## config.mk

```make
export PLATFORM = sky130hd
export DESIGN_NAME = desk_height_frame_decoder_top_flat
export DESIGN_NICKNAME = d
export VERILOG_FILES = /design/src/rtl/hdf_pkg.sv /design/src/rtl/hdf_rx_if.sv /design/src/rtl/hdf_height_if.sv /design/src/rtl/desk_height_frame_decoder_top.sv /design/src/rtl/hdf_cfg_regs.sv /design/src/rtl/hdf_framer.sv /design/src/rtl/hdf_height_out.sv /design/src/flat_wrapper.sv
export VERILOG_INCLUDE_DIRS = /design/src /design/src/rtl
export SDC_FILE = /design/constraint.sdc
export NUM_CORES = 1
export LEC_CHECK = 0
export BUFFER_PORTS_ARGS = -buffer_cell sky130_fd_sc_hd__buf_4
export CAP_MARGIN = 20
export CELL_PAD_IN_SITES_DETAIL_PLACEMENT = 1
export CELL_PAD_IN_SITES_GLOBAL_PLACEMENT = 1
export CORE_ASPECT_RATIO = 1.2
export CORE_MARGIN = 2
export CORE_UTILIZATION = 50
export DETAILED_ROUTE_END_ITERATION = 8
export HOLD_SLACK_MARGIN = 0.03
export PLACE_DENSITY_LB_ADDON = 0.1
export SETUP_SLACK_MARGIN = 0.2
export SLEW_MARGIN = 40
export SYNTH_ARGS = -nofsm -noshare
export SYNTH_HDL_FRONTEND = slang
export SYNTH_SLANG_ARGS = --single-unit
```

## constraint.sdc

```tcl
create_clock -name clk -period 15.81 [get_ports clk]
set_input_delay 0.7905 -clock clk [delete_from_list [all_inputs] [get_ports clk]]
set_output_delay 0.7905 -clock clk [all_outputs]
set_load 0.02 [all_outputs]
```

## src/rtl/assert_macros.svh

```systemverilog
// Assertion macros shared by the desk height frame decoder RTL.
`ifndef ASSERT_MACROS_SVH
`define ASSERT_MACROS_SVH

`ifndef NO_ASSERTIONS

// Same-cycle implication, disabled while reset is asserted.
`define HDF_ASSERT_IMP(lbl, clk, rst_n, ante, cons, msg) \
    lbl: assert property (@(posedge clk) disable iff (!rst_n) (ante) |-> (cons)) \
        else $error(msg);

// Next-cycle implication, disabled while reset is asserted.
`define HDF_ASSERT_NXT(lbl, clk, rst_n, ante, cons, msg) \
    lbl: assert property (@(posedge clk) disable iff (!rst_n) (ante) |=> (cons)) \
        else $error(msg);

`else

`define HDF_ASSERT_IMP(lbl, clk, rst_n, ante, cons, msg)
`define HDF_ASSERT_NXT(lbl, clk, rst_n, ante, cons, msg)

`endif

`endif

```

## src/rtl/hdf_pkg.sv

```systemverilog
// Types, constants and the seven-segment decode shared by the decoder.
package hdf_pkg;

    localparam int RX_W       = 8;
    localparam int HEIGHT_W   = 14;
    localparam int APB_ADDR_W = 3;
    localparam int APB_DATA_W = 32;

    localparam logic [RX_W-1:0] START_MARKER_RST = 8'h9B;
    localparam logic [RX_W-1:0] HEIGHT_KIND_RST  = 8'h12;

    // Register index codes (byte address bit 2).
    localparam logic REG_START_MARKER = 1'b0;
    localparam logic REG_HEIGHT_KIND  = 1'b1;

    // Decimal point flag sits in bit 7 of the second data byte.
    localparam int DP_BIT = 7;

    localparam logic [HEIGHT_W-1:0] HEIGHT_MIN = 14'd100;
    localparam logic [HEIGHT_W-1:0] HEIGHT_MAX = 14'd9990;

    // Largest data count held in the data phase: length 255 closes at 254.
    localparam logic [RX_W-1:0] DATA_COUNT_MAX = 8'd253;

    // Seven-segment patterns with the point bit cleared.
    localparam logic [6:0] SEG_0 = 7'h3F;
    localparam logic [6:0] SEG_1 = 7'h06;
    localparam logic [6:0] SEG_2 = 7'h5B;
    localparam logic [6:0] SEG_3 = 7'h4F;
    localparam logic [6:0] SEG_4 = 7'h66;
    localparam logic [6:0] SEG_5 = 7'h6D;
    localparam logic [6:0] SEG_6 = 7'h7D;
    localparam logic [6:0] SEG_7 = 7'h07;
    localparam logic [6:0] SEG_8 = 7'h7F;
    localparam logic [6:0] SEG_9 = 7'h6F;

    typedef enum logic [1:0] {
        PH_WAIT,
        PH_LEN,
        PH_KIND,
        PH_DATA
    } phase_t;

    typedef logic [3:0] digit_t;

    typedef struct packed {
        logic [RX_W-1:0] start_marker;
        logic [RX_W-1:0] height_frame_kind;
    } cfg_t;

    // Closed frame handed from the framer to the output stage.
    typedef struct packed {
        logic            ok;
        logic [RX_W-1:0] seg0;
        logic [RX_W-1:0] seg1;
        logic [RX_W-1:0] seg2;
    } close_req_t;

    function automatic digit_t seg_digit(input logic [6:0] pattern);
        digit_t d;
        case (pattern)
            SEG_0:   d = 4'd0;
            SEG_1:   d = 4'd1;
            SEG_2:   d = 4'd2;
            SEG_3:   d = 4'd3;
            SEG_4:   d = 4'd4;
            SEG_5:   d = 4'd5;
            SEG_6:   d = 4'd6;
            SEG_7:   d = 4'd7;
            SEG_8:   d = 4'd8;
            SEG_9:   d = 4'd9;
            default: d = 4'd0;
        endcase
        return d;
    endfunction

endpackage

```

## src/rtl/hdf_rx_if.sv

```systemverilog
// Valid/ready channel carrying one received serial byte.
interface hdf_rx_if
    import hdf_pkg::*;
();
    logic            valid;
    logic            ready;
    logic [RX_W-1:0] rx_byte;

    modport source (output valid, output rx_byte, input ready);
    modport sink   (input valid, input rx_byte, output ready);
endinterface

```

## src/rtl/hdf_height_if.sv

```systemverilog
// Valid/ready channel carrying one decoded desk height.
interface hdf_height_if
    import hdf_pkg::*;
();
    logic                valid;
    logic                ready;
    logic [HEIGHT_W-1:0] height_tenths;

    modport source (output valid, output height_tenths, input ready);
    modport sink   (input valid, input height_tenths, output ready);
endinterface

```

## src/rtl/desk_height_frame_decoder_top.sv

```systemverilog
// Top level of the desk height frame decoder: APB registers, framer, output stage.
// Throughput: one received byte accepted every cycle while results are taken.
// The byte that closes a height frame yields its result through the
// closed-frame register, then the output register.
// Other bytes produce no result; a stalled output holds one result and one
// closed frame before the input stalls.
// Reset (rst_n, asynchronous, active low) clears frame tracking and loads register reset values.
module desk_height_frame_decoder_top
    import hdf_pkg::*;
(
    input  logic                  clk,
    input  logic                  rst_n,
    hdf_rx_if.sink                rx,
    hdf_height_if.source          height,
    input  logic                  psel,
    input  logic                  penable,
    input  logic                  pwrite,
    input  logic [APB_ADDR_W-1:0] paddr,
    input  logic [APB_DATA_W-1:0] pwdata,
    output logic [APB_DATA_W-1:0] prdata,
    output logic                  pready
);

    // Live configuration; write it only while the decoder is idle (the block does not enforce this).
    cfg_t       cfg;

    // Closed-frame request between the framer and the output stage.
    logic       req_valid;
    logic       req_ready;
    close_req_t req;

    hdf_cfg_regs u_cfg_regs (
        .clk     (clk),
        .rst_n   (rst_n),
        .psel    (psel),
        .penable (penable),
        .pwrite  (pwrite),
        .paddr   (paddr),
        .pwdata  (pwdata),
        .prdata  (prdata),
        .pready  (pready),
        .cfg     (cfg)
    );

    // Track marker, length, kind and data bytes; hand on each closed frame.
    hdf_framer u_framer (
        .clk       (clk),
        .rst_n     (rst_n),
        .rx        (rx),
        .cfg       (cfg),
        .req_valid (req_valid),
        .req       (req),
        .req_ready (req_ready)
    );

    // Decode the three digits, drop blank or unchanged heights, hold the result.
    hdf_height_out u_height_out (
        .clk       (clk),
        .rst_n     (rst_n),
        .req_valid (req_valid),
        .req       (req),
        .req_ready (req_ready),
        .height    (height)
    );

endmodule

```

## src/rtl/hdf_cfg_regs.sv

```systemverilog
// APB configuration registers: start marker and height frame kind.
module hdf_cfg_regs
    import hdf_pkg::*;
(
    input  logic                  clk,
    input  logic                  rst_n,
    input  logic                  psel,
    input  logic                  penable,
    input  logic                  pwrite,
    input  logic [APB_ADDR_W-1:0] paddr,
    input  logic [APB_DATA_W-1:0] pwdata,
    output logic [APB_DATA_W-1:0] prdata,
    output logic                  pready,
    output cfg_t                  cfg
);

    cfg_t cfg_reg;
    cfg_t cfg_next;
    logic wr_en;

    assign pready = 1'b1;
    assign wr_en  = psel & penable & pwrite;

    always_comb
    begin
        cfg_next = cfg_reg;
        if (wr_en)
        begin
            case (paddr[2])
                REG_START_MARKER: cfg_next.start_marker      = pwdata[RX_W-1:0];
                REG_HEIGHT_KIND:  cfg_next.height_frame_kind = pwdata[RX_W-1:0];
                default:          cfg_next = cfg_reg;
            endcase
        end
    end

    always_ff @(posedge clk or negedge rst_n)
    begin
        if (!rst_n)
        begin
            cfg_reg.start_marker      <= START_MARKER_RST;
            cfg_reg.height_frame_kind <= HEIGHT_KIND_RST;
        end
        else
        begin
            cfg_reg <= cfg_next;
        end
    end

    always_comb
    begin
        case (paddr[2])
            REG_START_MARKER: prdata = {{(APB_DATA_W-RX_W){1'b0}}, cfg_reg.start_marker};
            REG_HEIGHT_KIND:  prdata = {{(APB_DATA_W-RX_W){1'b0}}, cfg_reg.height_frame_kind};
            default:          prdata = '0;
        endcase
    end

    assign cfg = cfg_reg;

endmodule

```

## src/rtl/hdf_framer.sv

```systemverilog
// Frame parser: tracks marker, length, kind and data bytes, registers closed frames.
`include "assert_macros.svh"

module hdf_framer
    import hdf_pkg::*;
(
    input  logic          clk,
    input  logic          rst_n,
    hdf_rx_if.sink        rx,
    input  cfg_t          cfg,
    output logic          req_valid,
    output close_req_t    req,
    input  logic          req_ready
);

    phase_t          phase_reg, phase_next;
    logic [RX_W-1:0] len_reg, len_next;
    logic [RX_W-1:0] kind_reg, kind_next;
    logic [RX_W-1:0] count_reg, count_next;
    logic [RX_W-1:0] seg_reg [3];
    logic [RX_W-1:0] seg_next [3];
    logic            req_valid_reg, req_valid_next;
    close_req_t      req_reg, req_next;

    logic            accept;
    logic [RX_W:0]   count_inc;
    logic [RX_W:0]   need;
    logic            close;

    assign rx.ready  = !req_valid_reg || req_ready;
    assign accept    = rx.valid && rx.ready;

    assign count_inc = {1'b0, count_reg} + 9'd1;
    // Lengths of zero or one still close after a single data byte.
    assign need      = (len_reg <= 8'd1) ? 9'd1 : ({1'b0, len_reg} - 9'd1);
    assign close     = (phase_reg == PH_DATA) && (count_inc >= need);

    // Next state of the frame tracker.
    always_comb
    begin
        phase_next = phase_reg;
        len_next   = len_reg;
        kind_next  = kind_reg;
        count_next = count_reg;
        for (int i = 0; i < 3; i++)
        begin
            seg_next[i] = seg_reg[i];
        end
        if (accept)
        begin
            case (phase_reg)
                PH_WAIT:
                begin
                    if (rx.rx_byte == cfg.start_marker)
                    begin
                        phase_next = PH_LEN;
                        count_next = '0;
                    end
                end
                PH_LEN:
                begin
                    len_next   = rx.rx_byte;
                    phase_next = PH_KIND;
                end
                PH_KIND:
                begin
                    kind_next  = rx.rx_byte;
                    phase_next = PH_DATA;
                end
                PH_DATA:
                begin
                    for (int i = 0; i < 3; i++)
                    begin
                        if (count_reg == RX_W'(i))
                        begin
                            seg_next[i] = rx.rx_byte;
                        end
                    end
                    count_next = count_inc[RX_W-1:0];
                    if (close)
                    begin
                        phase_next = PH_WAIT;
                    end
                end
                default:
                begin
                    phase_next = PH_WAIT;
                end
            endcase
        end
    end

    // Closed-frame request register.
    always_comb
    begin
        req_next       = req_reg;
        req_valid_next = req_valid_reg && !req_ready;
        if (accept && close)
        begin
            req_valid_next = 1'b1;
            req_next.ok    = (kind_reg == cfg.height_frame_kind) && (count_inc >= 9'd3);
            req_next.seg0  = seg_next[0];
            req_next.seg1  = seg_next[1];
            req_next.seg2  = seg_next[2];
        end
    end

    always_ff @(posedge clk or negedge rst_n)
    begin
        if (!rst_n)
        begin
            phase_reg     <= PH_WAIT;
            req_valid_reg <= 1'b0;
        end
        else
        begin
            phase_reg     <= phase_next;
            req_valid_reg <= req_valid_next;
        end
    end

    always_ff @(posedge clk)
    begin
        len_reg   <= len_next;
        kind_reg  <= kind_next;
        count_reg <= count_next;
        for (int i = 0; i < 3; i++)
        begin
            seg_reg[i] <= seg_next[i];
        end
        req_reg   <= req_next;
    end

    assign req_valid = req_valid_reg;
    assign req       = req_reg;

    `HDF_ASSERT_IMP(a_no_close_outside_data, clk, rst_n, phase_reg != PH_DATA, !close, "frame closed outside data phase")
    `HDF_ASSERT_NXT(a_close_returns_to_wait, clk, rst_n, accept && close, phase_reg == PH_WAIT && req_valid_reg, "closed frame not handed on")
    `HDF_ASSERT_IMP(a_count_bounded, clk, rst_n, phase_reg == PH_DATA, count_reg <= DATA_COUNT_MAX, "data count passed frame length")

endmodule

```

## src/rtl/hdf_height_out.sv

```systemverilog
// Digit decode, change filter and output register for decoded heights.
`include "assert_macros.svh"

module hdf_height_out
    import hdf_pkg::*;
(
    input  logic          clk,
    input  logic          rst_n,
    input  logic          req_valid,
    input  close_req_t    req,
    output logic          req_ready,
    hdf_height_if.source  height
);

    digit_t              d1, d2, d3;
    logic [9:0]          value;
    logic [HEIGHT_W-1:0] h;
    logic                hit;
    logic                load;
    logic                out_ready;

    logic                out_valid_reg, out_valid_next;
    logic [HEIGHT_W-1:0] out_height_reg, out_height_next;
    logic [HEIGHT_W-1:0] last_height_reg, last_height_next;
    logic                known_reg, known_next;

    assign d1    = seg_digit(req.seg0[6:0]);
    assign d2    = seg_digit(req.seg1[6:0]);
    assign d3    = seg_digit(req.seg2[6:0]);
    assign value = 10'(d1) * 10'd100 + 10'(d2) * 10'd10 + 10'(d3);
    assign h     = req.seg1[DP_BIT] ? HEIGHT_W'(value) : HEIGHT_W'(value) * 14'd10;

    // Blank display and repeated heights give no result.
    assign hit = req.ok && (req.seg0 != '0) && (d1 != '0)
                 && (!known_reg || (last_height_reg != h));

    assign out_ready = height.ready;
    assign req_ready = !hit || !out_valid_reg || out_ready;
    assign load      = req_valid && hit && req_ready;

    always_comb
    begin
        out_valid_next   = out_valid_reg && !out_ready;
        out_height_next  = out_height_reg;
        last_height_next = last_height_reg;
        known_next       = known_reg;
        if (load)
        begin
            out_valid_next   = 1'b1;
            out_height_next  = h;
            last_height_next = h;
            known_next       = 1'b1;
        end
    end

    always_ff @(posedge clk or negedge rst_n)
    begin
        if (!rst_n)
        begin
            out_valid_reg <= 1'b0;
            known_reg     <= 1'b0;
        end
        else
        begin
            out_valid_reg <= out_valid_next;
            known_reg     <= known_next;
        end
    end

    always_ff @(posedge clk)
    begin
        out_height_reg  <= out_height_next;
        last_height_reg <= last_height_next;
    end

    assign height.valid         = out_valid_reg;
    assign height.height_tenths = out_height_reg;

    `HDF_ASSERT_IMP(a_height_in_range, clk, rst_n, out_valid_reg, out_height_reg >= HEIGHT_MIN && out_height_reg <= HEIGHT_MAX, "height out of range")
    `HDF_ASSERT_NXT(a_last_tracks_out, clk, rst_n, load, known_reg && last_height_reg == out_height_reg, "last height not updated")
    `HDF_ASSERT_IMP(a_valid_implies_known, clk, rst_n, out_valid_reg, known_reg, "result without known height")

endmodule

```

## src/flat_wrapper.sv

```systemverilog
// flat-port wrapper written by rule: the top's interface ports become plain ports
module desk_height_frame_decoder_top_flat import hdf_pkg::*;
  (clk, rst_n, psel, penable, pwrite, paddr, pwdata, prdata, pready, rx_valid, rx_rx_byte, rx_ready, height_valid, height_height_tenths, height_ready);
  hdf_rx_if rx_i ();
  hdf_height_if height_i ();
  input  logic clk;
  input  logic rst_n;
  input  logic psel;
  input  logic penable;
  input  logic pwrite;
  input  logic [APB_ADDR_W-1:0] paddr;
  input  logic [APB_DATA_W-1:0] pwdata;
  output logic [APB_DATA_W-1:0] prdata;
  output logic pready;
  input wire logic [$bits(rx_i.valid)-1:0] rx_valid;
  input wire logic [$bits(rx_i.rx_byte)-1:0] rx_rx_byte;
  output wire logic [$bits(rx_i.ready)-1:0] rx_ready;
  output wire logic [$bits(height_i.valid)-1:0] height_valid;
  output wire logic [$bits(height_i.height_tenths)-1:0] height_height_tenths;
  input wire logic [$bits(height_i.ready)-1:0] height_ready;
  assign rx_i.valid = rx_valid;
  assign rx_i.rx_byte = rx_rx_byte;
  assign rx_ready = rx_i.ready;
  assign height_valid = height_i.valid;
  assign height_height_tenths = height_i.height_tenths;
  assign height_i.ready = height_ready;
  desk_height_frame_decoder_top u_core (.clk(clk), .rst_n(rst_n), .rx(rx_i), .height(height_i), .psel(psel), .penable(penable), .pwrite(pwrite), .paddr(paddr), .pwdata(pwdata), .prdata(prdata), .pready(pready));
endmodule
```

==> impl_metrics.csv <==
group,metric,value,unit
sta,rsz0062_at_grt,"no",
synthesis,yosysSeqAreaShare,41.9,%
worst_setup_path,crit_path_max_incr_delay,0.61,ns
clock_tree,clock_latency,0.35,ns
power,p_switching,0.243,mW
routing,antenna_left,0,
worst_setup_path,cp-start-kind,"register",
clock_tree,postCtsHoldBufs,0,
grt,grt_max_degree,35,
worst_setup_path,cp_max_fo,8,
grt,grt_overflow,0,
place,port_buffers,47,
sta,finalHoldViolations,0,
power,seq_power_share,45.9,%
floorplan,die_y,132,um
worst_setup_path,critPathKind,"register to primary output",
synthesis,synth_common_cells,"edfxtp_1, ha_1, mux2_2",
routing,vias,4734,
floorplan,pin_count,99,
run_status,status,"complete, no violations",
clock_tree,htree_levels,3,
clock_tree,post-cts-setup-buffer-count,0,
synthesis,ys.warnings.count,0,
clock_tree,cts_sinks,106,
power,p_int,0.547,mW
place,place_area,0.00725,mm^2
cells_and_area,antenna_cells,0,
power,p_sw_share,30.7,%
synthesis,synth_most_common_cell,"edfxtp_1",
floorplan,dieArea,0.0146,mm^2
worst_setup_path,arrival,7.42,ns
power,combPwrFrac,24.7,%
sta,setup_viol,0,
clock_tree,cts_buffers,9,
power,cellPowerDensity,105,mW/mm^2
grt,grt_pass1_wl,26400,um
cells_and_area,final_cell_area,0.00755,mm^2
worst_setup_path,path_common_cell,"ha_1",
place,gp_congestion,0.819,
worst_setup_path,cp-end-kind,"primary output",
routing,viasPerCell,5.66,
power,clkPwrFrac,29.3,%
clock_tree,path_clk_slew,0.08,ns
synthesis,synth-edff-count,62,
clock_tree,cts_resized,0,
worst_setup_path,slowest_stage,"or4b_2",
cells_and_area,syn2layout_area_growth,10.8,%
cells_and_area,drive_gt1_share,21.5,%
sta,worst_slack,7.60,ns
synthesis,synth_seq_cells,106,
place,dp_slack,7.82,ns
synthesis,synth_area,0.00682,mm^2
power,ir_worst_vdd,0.0864,mV
sta,timing.fmax,122,MHz
grt,grt_pass1_vias,5048,
sta,slew_violations,0,
sta,slew_headroom,61.6,%
synthesis,synth_cell_types,73,
routing,dr.pass1.iters,4,
routing,drt_wl_total,16300,um
sta,period_share,51.9,%
power,finalPower,0.790,mW
min_path,hold_path.class,"input pin to async pin",
sta,post-route-min-period,8.21,ns
floorplan,coreArea,0.0133,mm^2
synthesis,async_flop_share,19.8,%
grt,track_usage,22.8,%
place,dp_hpwl,12600,um
clock_tree,root_buffer,"clkbuf_16",
worst_setup_path,critPathRequiredTime,15.02,ns
synthesis,yosysTopAreaCellShare,27.3,%
clock_tree,clock_path_buffers,2,
sta,skew,0.0124,ns
sta,finalSetupTns,0,ns
clock_tree,cts_tree,"done",
floorplan,start_util,51.3,%
routing,first_iter_violations,188,
floorplan,chipWidth,111,um
grt,antenna_found_initial,0,
synthesis,synth.largest_area_cell,"edfxtp_1",
routing,routedWlPerCell,19.5,um
synthesis,synthTopCellsByArea,"edfxtp_1, ha_1, mux2_2",
power,power_leakage,3.44,nW
cells_and_area,finalNonFillerCells,837,
job,maxCapViolCount,0,
synthesis,synthesis.instances,616,
sta,worst_pin_slew,0.571,ns
synthesis,synth_area_per_cell,11.1,um^2
routing,drcViolationCount,0,
cells_and_area,nets,781,
place,placed_cells,821,
synthesis,ys.flop_type,"edfxtp_1",
floorplan,num_rows,46,
cells_and_area,largest_reg_flops,24,
==> cell type report <==
type / count / area [um^2]
multi-input cells: 465 / 3690
flip-flops and latches: 106 / 2860
well taps: 168 / 210
inverters: 32 / 120
repair buffers: 50 / 375
clock inverters: 6 / 72.6
clock buffers: 10 / 229
fillers: 1443 / 5740
==> worst max-delay path, delay by kind of cell, from the launching register on <==
| kind | cells | cell delay, ns |
|---|---|---|
| adders and majority gates | 7 | 2.39 |
| AOI/OAI and AO/OA | 7 | 1.59 |
| and+or+nand+nor | 5 | 1.37 |
| buffers and inverters | 4 | 0.66 |
| xor gates and xnor gates | 2 | 0.55 |
| DFF | 1 | 0.48 |
==> power groups by stage <==
| stage | sequential (mW) | clock (mW) | combinational (mW) |
|---|---|---|---|
| floorplan | 0.359 | 0 | 0.149 |
| global placement | 0.365 | 0 | 0.185 |
| detailed placement | 0.369 | 0 | 0.194 |
| CTS | 0.363 | 0.235 | 0.197 |
| global route | 0.368 | 0.245 | 0.220 |
| finish | 0.363 | 0.232 | 0.196 |
==> through the flow <==
step	util (%)	hold slack, ns
after floorplan	-	0.440
after global placement	54.5	0.452
after detailed placement	54.5	0.459
after CTS	56.8	0.329
after global routing	56.8	0.331
final	56.8	0.332
==> kinds of logic (layout without fill, tap and decap cells) <==
group	count (synthesis)	after routing	synth area share, %
AO/OA/AOI/OAI	88	88	9.40
buffers and inverters	68	98	5.34
AND/OR/NAND/NOR	177	177	14.1
XOR/XNOR	54	54	7.05
multiplexers	54	54	9.10
adder cells (fa/ha/maj)	67	67	13.0
flip-flops	106	106	41.9
other	2	25	0.110
==> placed cells by master (no fill, tap or decap), types with 11 or more instances in the layout <==
cell type	synthesis	routed
dfrtp_1	14	14
buf_4	26	50
ha_1	61	61
nor2b_1	11	11
nor2_1	26	26
conb_1	2	25
xor2_1	32	32
xnor2_1	21	21
inv_1	30	30
mux2_2	50	50
edfxtp_1	62	62
dfxtp_1	23	23
nand3_1	12	12
a21o_1	12	12
nand2_1	46	46
a21oi_1	19	19
==> routing by layer <==
layer | track usage, % | routed length, um | vias up
met5 | 0 | 0 | -
met4 | 7.43 | 394 | 0
met3 | 3.54 | 353 | 25
met2 | 40.9 | 8540 | 68
met1 | 28.0 | 7030 | 2362
li1 | - | - | 2279
==> final timing paths <==
| kind | startpoint | end | slack, ns | depth (start not counted) |
|---|---|---|---|---|
| worst max-delay path | u_core.u_framer.req[21]$_DFFE_PP_ | rx_ready | 7.60 | 25 |
| worst min-delay path | rst_n | u_core.u_cfg_regs.cfg[3]$_DFFE_PN0P_ | 0.33 | 1 |
| worst max register to register | u_core.u_framer.req[21]$_DFFE_PP_ | u_core.u_framer.req[12]$_DFFE_PP_ | 7.84 | 26 |
| worst min register to register | u_core.u_framer.seg_reg[0][18]$_DFF_P_ | u_core.u_framer.seg_reg[0][18]$_DFF_P_ | 0.47 | 1 |
| max in group asynchronous | rst_n | u_core.u_cfg_regs.cfg[8]$_DFFE_PN1P_ | 15.17 | 1 |
| min in group clk | u_core.u_framer.seg_reg[0][18]$_DFF_P_ | u_core.u_framer.seg_reg[0][18]$_DFF_P_ | 0.47 | 1 |
Note: power is estimated with default switching activity, not from simulation.
